===== src/hdl/dual_wheel_pid_position_control_macros.svh =====
// ----------------------------------------------------------------------------
// dual wheel pid assertion macros
// concurrent assertion wrappers, empty under synthesis
// ----------------------------------------------------------------------------
`ifndef DUAL_WHEEL_PID_POSITION_CONTROL_MACROS_SVH
`define DUAL_WHEEL_PID_POSITION_CONTROL_MACROS_SVH
`ifndef SYNTHESIS
`define DWP_ASSERT(lbl, clk, rst_n, prop, msg) \
  lbl: assert property (@(posedge clk) disable iff (!rst_n) (prop)) else $error(msg);
`define DWP_ASSERT_NEXT(lbl, clk, rst_n, pre, post, msg) \
  lbl: assert property (@(posedge clk) disable iff (!rst_n) (pre) |=> (post)) else $error(msg);
`else
`define DWP_ASSERT(lbl, clk, rst_n, prop, msg)
`define DWP_ASSERT_NEXT(lbl, clk, rst_n, pre, post, msg)
`endif
`endif


===== src/hdl/dwp_pkg.sv =====
// ----------------------------------------------------------------------------
// dwp_pkg
// shared types and constants of the dual wheel position controller
// ----------------------------------------------------------------------------
package dwp_pkg;
  localparam int COUNT_WIDTH = 24;
  localparam int SUM_WIDTH = 48;
  localparam int ACC_WIDTH = 64;
  localparam int QDEPTH = 4;
  localparam int QPTR_W = $clog2(QDEPTH);

  typedef enum logic [1:0] {
    OP_EDGE_L = 2'd0,
    OP_EDGE_R = 2'd1,
    OP_TICK   = 2'd2,
    OP_NONE   = 2'd3
  } op_e;

  typedef enum logic [2:0] {
    REG_DPS  = 3'd0,
    REG_GM   = 3'd1,
    REG_KP_L = 3'd2,
    REG_KI_L = 3'd3,
    REG_KD_L = 3'd4,
    REG_KP_R = 3'd5,
    REG_KI_R = 3'd6,
    REG_KD_R = 3'd7
  } reg_e;

  typedef enum logic [3:0] {
    ST_IDLE, ST_DIST, ST_ERR, ST_GOAL, ST_P, ST_I, ST_D, ST_SAT, ST_NEXT, ST_OUT
  } st_e;

  typedef struct packed {
    logic               is_tick;
    logic               wheel;
    logic signed [31:0] target_l;
    logic signed [31:0] target_r;
    logic               stop;
  } cmd_t;

  typedef struct packed {
    logic [7:0] drive_l;
    logic       turn_l;
    logic [7:0] drive_r;
    logic       turn_r;
    logic [1:0] at_goal;
  } res_t;
endpackage


===== src/hdl/dwp_front.sv =====
// ----------------------------------------------------------------------------
// dwp_front
// classifies input items and queues commands for the back end
// ----------------------------------------------------------------------------
module dwp_front import dwp_pkg::*; (
  input  logic               clk_i,
  input  logic               rst_ni,
  input  logic               push_i,
  output logic               full_o,
  input  logic [1:0]         opcode_i,
  input  logic signed [31:0] target_left_i,
  input  logic signed [31:0] target_right_i,
  input  logic               stop_at_goal_i,
  output logic               cmd_valid_o,
  output cmd_t               cmd_o,
  input  logic               cmd_take_i
);
  cmd_t              mem_q [QDEPTH];
  logic [QPTR_W:0]   wp_q, rp_q;
  logic              wr, keep;
  cmd_t              c;

  assign full_o = (wp_q[QPTR_W] != rp_q[QPTR_W]) && (wp_q[QPTR_W-1:0] == rp_q[QPTR_W-1:0]);
  assign cmd_valid_o = wp_q != rp_q;
  assign cmd_o = mem_q[rp_q[QPTR_W-1:0]];
  assign keep = (opcode_i != OP_NONE);
  assign wr = push_i && !full_o && keep;

  always_comb begin
    c.is_tick  = opcode_i == OP_TICK;
    c.wheel    = opcode_i == OP_EDGE_R;
    c.target_l = target_left_i;
    c.target_r = target_right_i;
    c.stop     = stop_at_goal_i;
  end

  always_ff @(posedge clk_i) begin
    if (wr) mem_q[wp_q[QPTR_W-1:0]] <= c;
  end

  always_ff @(posedge clk_i or negedge rst_ni) begin
    if (!rst_ni) begin
      wp_q <= '0;
      rp_q <= '0;
    end else begin
      if (wr) wp_q <= wp_q + 1'b1;
      if (cmd_take_i && cmd_valid_o) rp_q <= rp_q + 1'b1;
    end
  end
endmodule


===== src/hdl/dwp_back.sv =====
// ----------------------------------------------------------------------------
// dwp_back
// encoder counting and sequenced pid step with one shared multiplier
// ----------------------------------------------------------------------------
module dwp_back import dwp_pkg::*; (
  input  logic        clk_i,
  input  logic        rst_ni,
  input  logic        cfg_we_i,
  input  logic [2:0]  cfg_idx_i,
  input  logic [30:0] cfg_data_i,
  input  logic        cmd_valid_i,
  input  cmd_t        cmd_i,
  output logic        cmd_take_o,
  output logic        res_valid_o,
  output res_t        res_o,
  input  logic        res_take_i
);
  localparam logic signed [COUNT_WIDTH-1:0] CMAX = {1'b0, {(COUNT_WIDTH-1){1'b1}}};
  localparam logic signed [COUNT_WIDTH-1:0] CMIN = {1'b1, {(COUNT_WIDTH-1){1'b0}}};
  localparam logic signed [SUM_WIDTH-1:0] SMAX = {1'b0, {(SUM_WIDTH-1){1'b1}}};
  localparam logic signed [SUM_WIDTH-1:0] SMIN = {1'b1, {(SUM_WIDTH-1){1'b0}}};
  localparam logic signed [ACC_WIDTH-1:0] DLIM = 64'sd255 <<< 24;

  logic [15:0]        dps_q;
  logic [30:0]        gm_q;
  logic signed [15:0] kp_q [2];
  logic signed [15:0] ki_q [2];
  logic signed [15:0] kd_q [2];

  logic signed [COUNT_WIDTH-1:0] cnt_q [2];
  logic                          hd_q [2];
  logic signed [SUM_WIDTH-1:0]   sum_q [2];
  logic signed [31:0]            pri_q [2];

  st_e st_q, st_d;
  logic                  w_q;
  cmd_t                  cmd_q;
  logic signed [31:0]    err_q;
  logic signed [32:0]    diff_q;
  logic signed [ACC_WIDTH-1:0] acc_q;
  logic signed [ACC_WIDTH-1:0] prod_q;
  logic                  goal_q;
  logic [1:0]            ng_q;
  res_t                  res_q;
  logic                  rv_q;

  logic signed [48:0] ma;
  logic signed [16:0] mb;
  logic signed [65:0] mp;
  logic signed [32:0] errw;
  logic signed [49:0] sumw;
  logic signed [SUM_WIDTH-1:0] sumn;
  logic signed [31:0] tgt;
  logic signed [ACC_WIDTH-1:0] acc_sum;
  logic signed [ACC_WIDTH-1:0] spd;
  logic [ACC_WIDTH-1:0] mag;
  logic signed [32:0] gmw;
  logic goal_c;
  logic neg, dir, edge_up;
  logic signed [COUNT_WIDTH:0] cinc;

  // shared multiplier operand select
  always_comb begin
    ma = '0;
    mb = '0;
    case (st_q)
      ST_DIST: begin
        ma = 49'(cnt_q[w_q]);
        mb = $signed({1'b0, dps_q});
      end
      ST_P: begin
        ma = 49'(err_q);
        mb = 17'(kp_q[w_q]);
      end
      ST_I: begin
        ma = 49'(sum_q[w_q]);
        mb = 17'(ki_q[w_q]);
      end
      ST_D: begin
        ma = 49'(diff_q);
        mb = 17'(kd_q[w_q]);
      end
      default: begin
        ma = '0;
        mb = '0;
      end
    endcase
    mp = ma * mb;
  end

  always_comb begin
    tgt = w_q ? cmd_q.target_r : cmd_q.target_l;
    errw = 33'(tgt) - 33'(prod_q > 64'sd2147483647 ? 64'sd2147483647 :
                          prod_q < -64'sd2147483648 ? -64'sd2147483648 : prod_q);
    gmw = $signed({2'b00, gm_q});
    goal_c = cmd_q.stop && (33'(err_q) > -gmw) && (33'(err_q) < gmw);
    sumw = 50'(sum_q[w_q]) + 50'(err_q);
    sumn = sumw > 50'(SMAX) ? SMAX : sumw < 50'(SMIN) ? SMIN : SUM_WIDTH'(sumw);
    acc_sum = acc_q + prod_q;
    spd = goal_q ? '0 : (acc_sum > DLIM ? DLIM : acc_sum < -DLIM ? -DLIM : acc_sum);
    neg = spd < 0;
    mag = neg ? 64'(-spd) : 64'(spd);
    dir = neg ^ w_q;
    edge_up = cmd_i.wheel ? hd_q[1] : !hd_q[0];
    cinc = edge_up ? (COUNT_WIDTH+1)'(cnt_q[cmd_i.wheel]) + 1'b1
                   : (COUNT_WIDTH+1)'(cnt_q[cmd_i.wheel]) - 1'b1;
  end

  always_comb begin
    st_d = st_q;
    cmd_take_o = 1'b0;
    case (st_q)
      ST_IDLE: if (cmd_valid_i) begin
        if (!cmd_i.is_tick) cmd_take_o = 1'b1;
        else if (!rv_q) begin
          cmd_take_o = 1'b1;
          st_d = ST_DIST;
        end
      end
      ST_DIST: st_d = ST_ERR;
      ST_ERR:  st_d = ST_GOAL;
      ST_GOAL: st_d = ST_P;
      ST_P:    st_d = ST_I;
      ST_I:    st_d = ST_D;
      ST_D:    st_d = ST_SAT;
      ST_SAT:  st_d = ST_NEXT;
      ST_NEXT: st_d = w_q ? ST_OUT : ST_DIST;
      ST_OUT:  st_d = ST_IDLE;
      default: st_d = ST_IDLE;
    endcase
  end

  always_ff @(posedge clk_i or negedge rst_ni) begin
    if (!rst_ni) st_q <= ST_IDLE;
    else st_q <= st_d;
  end

  always_ff @(posedge clk_i or negedge rst_ni) begin
    if (!rst_ni) begin
      dps_q <= '0; gm_q <= '0;
      kp_q[0] <= '0; ki_q[0] <= '0; kd_q[0] <= '0;
      kp_q[1] <= '0; ki_q[1] <= '0; kd_q[1] <= '0;
      cnt_q[0] <= '0; cnt_q[1] <= '0;
      hd_q[0] <= 1'b0; hd_q[1] <= 1'b1;
      sum_q[0] <= '0; sum_q[1] <= '0;
      pri_q[0] <= '0; pri_q[1] <= '0;
      rv_q <= 1'b0;
      w_q <= 1'b0;
      ng_q <= '0;
    end else begin
      if (cfg_we_i) begin
        case (reg_e'(cfg_idx_i))
          REG_DPS:  dps_q <= cfg_data_i[15:0];
          REG_GM:   gm_q <= cfg_data_i;
          REG_KP_L: kp_q[0] <= cfg_data_i[15:0];
          REG_KI_L: ki_q[0] <= cfg_data_i[15:0];
          REG_KD_L: kd_q[0] <= cfg_data_i[15:0];
          REG_KP_R: kp_q[1] <= cfg_data_i[15:0];
          REG_KI_R: ki_q[1] <= cfg_data_i[15:0];
          REG_KD_R: kd_q[1] <= cfg_data_i[15:0];
          default: ;
        endcase
      end
      if (res_take_i && rv_q) rv_q <= 1'b0;
      case (st_q)
        ST_IDLE: if (cmd_take_o) begin
          if (!cmd_i.is_tick) begin
            cnt_q[cmd_i.wheel] <= cinc > (COUNT_WIDTH+1)'(CMAX) ? CMAX :
                                  cinc < (COUNT_WIDTH+1)'(CMIN) ? CMIN :
                                  COUNT_WIDTH'(cinc);
          end else begin
            w_q <= 1'b0;
            ng_q <= '0;
          end
        end
        ST_GOAL: begin
          if (goal_c) begin
            sum_q[w_q] <= '0;
            pri_q[w_q] <= '0;
            ng_q <= ng_q + 1'b1;
          end else begin
            sum_q[w_q] <= sumn;
          end
        end
        ST_SAT: begin
          hd_q[w_q] <= dir;
          if (!goal_q) pri_q[w_q] <= err_q;
        end
        ST_NEXT: w_q <= 1'b1;
        ST_OUT: begin
          rv_q <= 1'b1;
          if (ng_q == 2'd2) begin
            cnt_q[0] <= '0;
            cnt_q[1] <= '0;
          end
        end
        default: ;
      endcase
    end
  end

  always_ff @(posedge clk_i) begin
    if (cmd_take_o) cmd_q <= cmd_i;
    prod_q <= 64'(mp);
    case (st_q)
      ST_ERR: begin
        err_q <= errw > 33'sd2147483647 ? 32'sh7fffffff :
                 errw < -33'sd2147483648 ? 32'sh80000000 : 32'(errw);
      end
      ST_GOAL: begin
        goal_q <= goal_c;
        diff_q <= 33'(err_q) - 33'(pri_q[w_q]);
      end
      ST_I: acc_q <= prod_q;
      ST_D: acc_q <= acc_q + prod_q;
      ST_SAT: begin
        if (w_q) begin
          res_q.drive_r <= mag[31:24];
          res_q.turn_r  <= dir;
        end else begin
          res_q.drive_l <= mag[31:24];
          res_q.turn_l  <= dir;
        end
      end
      ST_OUT: res_q.at_goal <= ng_q;
      default: ;
    endcase
  end

  assign res_valid_o = rv_q;
  assign res_o = res_q;
endmodule


===== src/hdl/dual_wheel_pid_position_control.sv =====
// ----------------------------------------------------------------------------
// dual_wheel_pid_position_control
// two wheel position pid with encoder step counting
// ----------------------------------------------------------------------------
// encoder edge items are taken in idle; a control tick is taken in idle,
// then per wheel runs dist, err, goal, p, i, d, sat and next, the shared
// 49x17 multiplier serving distance, p, i and d, and out posts the result.
// a four entry command queue parts input from the back end, and one result
// register holds the answer; a tick waits until the previous result is popped.
`include "dual_wheel_pid_position_control_macros.svh"
module dual_wheel_pid_position_control import dwp_pkg::*; (
  input  logic               clk_i,
  input  logic               rst_ni,
  input  logic               cfg_we_i,
  input  logic [2:0]         cfg_idx_i,
  input  logic [30:0]        cfg_data_i,
  input  logic               push,
  output logic               full,
  input  logic [1:0]         opcode_i,
  input  logic signed [31:0] target_left_i,
  input  logic signed [31:0] target_right_i,
  input  logic               stop_at_goal_i,
  output logic               empty,
  input  logic               pop,
  output logic [7:0]         drive_left_o,
  output logic               turn_left_o,
  output logic [7:0]         drive_right_o,
  output logic               turn_right_o,
  output logic [1:0]         wheels_at_goal_o
);
  logic cmd_valid, cmd_take, res_valid;
  cmd_t cmd;
  res_t res;

  dwp_front u_front (
    .clk_i, .rst_ni, .push_i(push), .full_o(full), .opcode_i, .target_left_i,
    .target_right_i, .stop_at_goal_i, .cmd_valid_o(cmd_valid), .cmd_o(cmd),
    .cmd_take_i(cmd_take)
  );

  dwp_back u_back (
    .clk_i, .rst_ni, .cfg_we_i, .cfg_idx_i, .cfg_data_i, .cmd_valid_i(cmd_valid),
    .cmd_i(cmd), .cmd_take_o(cmd_take), .res_valid_o(res_valid), .res_o(res),
    .res_take_i(pop)
  );

  assign empty = !res_valid;
  assign drive_left_o = res.drive_l;
  assign turn_left_o = res.turn_l;
  assign drive_right_o = res.drive_r;
  assign turn_right_o = res.turn_r;
  assign wheels_at_goal_o = res.at_goal;

  `DWP_ASSERT(a_goal_range, clk_i, rst_ni, empty || wheels_at_goal_o != 2'd3, "goal count out of range")
  `DWP_ASSERT_NEXT(a_hold, clk_i, rst_ni, !empty && !pop, !empty && $stable(wheels_at_goal_o), "result lost")
  `DWP_ASSERT(a_take, clk_i, rst_ni, !cmd_take || cmd_valid, "command taken from empty queue")
endmodule

===== config.mk =====
export PLATFORM = sky130hd
export DESIGN_NAME = dual_wheel_pid_position_control
export DESIGN_NICKNAME = d
export VERILOG_FILES = /design/src/hdl/dwp_pkg.sv /design/src/hdl/dwp_front.sv /design/src/hdl/dwp_back.sv /design/src/hdl/dual_wheel_pid_position_control.sv
export VERILOG_INCLUDE_DIRS = /design/src /design/src/hdl
export SDC_FILE = /design/constraint.sdc
export NUM_CORES = 2
export LEC_CHECK = 0
export ABC_AREA = 1
export CORE_MARGIN = 3
export CORE_UTILIZATION = 34
export CTS_CLUSTER_DIAMETER = 60
export CTS_CLUSTER_SIZE = 10
export DETAILED_ROUTE_END_ITERATION = 7
export DONT_BUFFER_PORTS = 1
export PLACE_DENSITY = 0.49
export SLEW_MARGIN = 20
export SYNTH_ARGS = -nofsm -noshare
export SYNTH_HDL_FRONTEND = slang
export SYNTH_SLANG_ARGS = --single-unit

===== constraint.sdc =====
create_clock -name clk_i -period 18.65 [get_ports clk_i]
set_input_delay 0.9325 -clock clk_i [delete_from_list [all_inputs] [get_ports clk_i]]
set_output_delay 0.9325 -clock clk_i [all_outputs]
set_load 0.05 [all_outputs]

==> flow_summary.toml <==
[worst_setup_path]
crit_arrival_ps = 11350
crit_required_ps = 19300
endpoint_kind = "flip-flop"
path_class = "reg2reg"
slowest_stage = "dfrtp_4"
slowest_delay_ps = 670
crit_top_cell = "fa_1"
cp_max_fo = 64
cp_num_buf_inv = 10
startpoint_type = "flip-flop"
critical_path.top_delay_family = "adder cells"

[timing]
clock.fmax_mhz = 93.5
rsz0062_at_grt = "no"
tns_ps = 0
hold_slack_ps = 89.2
worstMarginPinSlew_ps = 1150
hold_viol = 0
fin_skew_ps = 85.4
period_share_pct = 57.3
min_period_ps = 10690
relSlewSlack_pct = 23.5
slew_violations = 0
setup_viol = 0

[synthesis]
synth-seq-cells = 914
async_flop_share_pct = 40.2
ys_warn_count = 0
synth_area_leaders = "fa_1, edfxtp_1, dfrtp_1"
syn_area_um2 = 79500
synth_edf_count = 483
yosysTopAreaCell = "fa_1"
netlist_top_cells_count = "nand2_1, inv_1, nor2_1"
synthFlopType = "edfxtp_1"
synth_most_common_cell = "nand2_1"
synth_top_area_share_pct = 19.1
ys_types = 68
synthCells = 9772
avgSynthCellArea_um2 = 8.14
ys_seq_area_share_pct = 31.4
synth_nets = 11100

[floorplan]
die_h_um = 490
die_w_um = 490
fp.dieArea_um2 = 240000
io_pins = 128
core_um2 = 231000
start_util_pct = 34.4
rows = 176

[placement]
detailed_place.area_um2 = 83300
gp_congestion = 0.930
dpl.cell_count = 12600
dp_hpwl_um = 225000
portBuffers = 0

[min_path]
hold_class = "in2async"

[detailed_routing]
top_layer_used = "met5"
dr_total_vias = 65800
wl_per_cell_um = 22.7
drt-total-wl_um = 291000
antenna_left = 0
drt_iter0_drc = 5742
drcViolationCount = 0
wl_met1_um = 131000
dr_wl_met3_um = 21700
first_pass_iters = 6
via_per_inst = 5.13
met2_length_um = 129000

[cells_and_area]
final_area_um2 = 87500
syn_to_final_growth_pct = 10.1
drive_above_1_share_pct = 5.18
fillers = 23900
nets = 11000
fin_cells = 12800

[job]
cap_violations = 0

[clocking]
cts_root_buffer = "clkbuf_16"
worstSkewPairLatency_ps = 820
cts_tree = "yes"
postCtsResizedCells = 0
cts_buffers = 130
cts.path.max_buffers = 3
htreeDepth = 4
clk_pin_slew_worst_paths_ps = 60
clock_sinks = 914

[global_routing]
first_global_vias = 66200
grt_pass1_wl_um = 437000
grt_overflow = 0
grt_max_degree = 368
grtUsageTotal_pct = 24.5
antenna_found_initial = 21

[status]
status = "finished clean"
## state kept, by name, summed over array words and instances, names as in the netlist, 33 cells and up
signal         flops
u_back.acc_q      64
u_back.cmd_q      65
u_back.cnt_q      48
u_back.diff_q     33
u_back.pri_q      64
u_back.prod_q     64
u_back.sum_q      96
u_front.mem_q    268
## layer usage
layer | track usage (%) | vias up
met1 | 34.1 | 32600
li1 | - | 30600
met2 | 38.1 | 2109
met3 | 5.15 | 367
met4 | 7.28 | 6
met5 | 0 | -
## repair_timing
item / in CTS / in global routing
buffers inserted: 0 / 0
hold buffers: 1 / 0
endpoints found under the hold margin: 367 / 0
## area by class of cell
| class | instances | area (um^2) | share of cell area, % |
|---|---|---|---|
| antenna | 7 | 17.5 | 0.0200 |
| clock buffer | 178 | 3560 | 4.07 |
| clock inverter | 44 | 546 | 0.623 |
| inverter | 1745 | 6550 | 7.49 |
| multi-input combinational | 6781 | 47100 | 53.8 |
| sequential | 914 | 25000 | 28.5 |
| tap | 3026 | 3790 | 4.33 |
| timing repair buffer | 122 | 996 | 1.14 |
## metrics by stage
stage | worst slack [ps] | util, %
final | 7960 | 37.9
after global routing | 7430 | 37.9
after CTS | 8070 | 37.8
after detailed placement | 8130 | 36.0
after global placement | 8190 | 36.0
after floorplan | 11200 | -
## cells by family after synthesis
group	share of synthesized area (%)
muxes	0.315
adders and majority gates	25.7
and+or+nand+nor	19.8
AOI/OAI and AO/OA	10.2
xor gates and xnor gates	2.69
buffers and inverters	9.90
DFF	31.4
## worst paths after layout
path | startpoint | cells after the start | end | slack (ps)
min in group clk_i | target_left_i[20] | 0 | u_front.mem_q[1][53] | 220
min reg2reg | u_back.ng_q[0] | 0 | u_back.res_o[0] | 450
max in group asynchronous | rst_ni | 3 | u_back.sum_q[0] | 16780
min | rst_ni | 1 | u_back.gm_q[29] | 90
max reg2reg | u_back.w_q | 34 | u_back.prod_q[59] | 7960
max | u_back.w_q | 34 | u_back.prod_q[59] | 7960
## placed cells by master, fill, tap and decap left out, types with 19 or more instances in the layout
cell,count
nand2_1,2433
dfrtp_1,363
nor2_4,19
nand2_2,36
buf_4,118
fa_1,760
inv_1,1703
clkinv_1,19
inv_2,22
nor3_1,45
mux2i_1,25
nor2_1,910
nand3b_1,33
ha_1,415
clkbuf_1,40
nor3_2,23
a22o_1,23
o211ai_1,20
a21oi_1,430
clkbuf_16,134
nand3_1,187
xnor2_1,79
nand4_1,69
o21ai_0,678
nor4_1,28
dfxtp_1,64
a32o_1,34
nor2_2,36
a31oi_1,40
o22ai_1,106
xor2_1,165
edfxtp_1,483
a21o_1,24
Power is left out: the tool's default activity adds up to more than one toggle a clock period on the data nets, which glitch-free logic cannot reach.
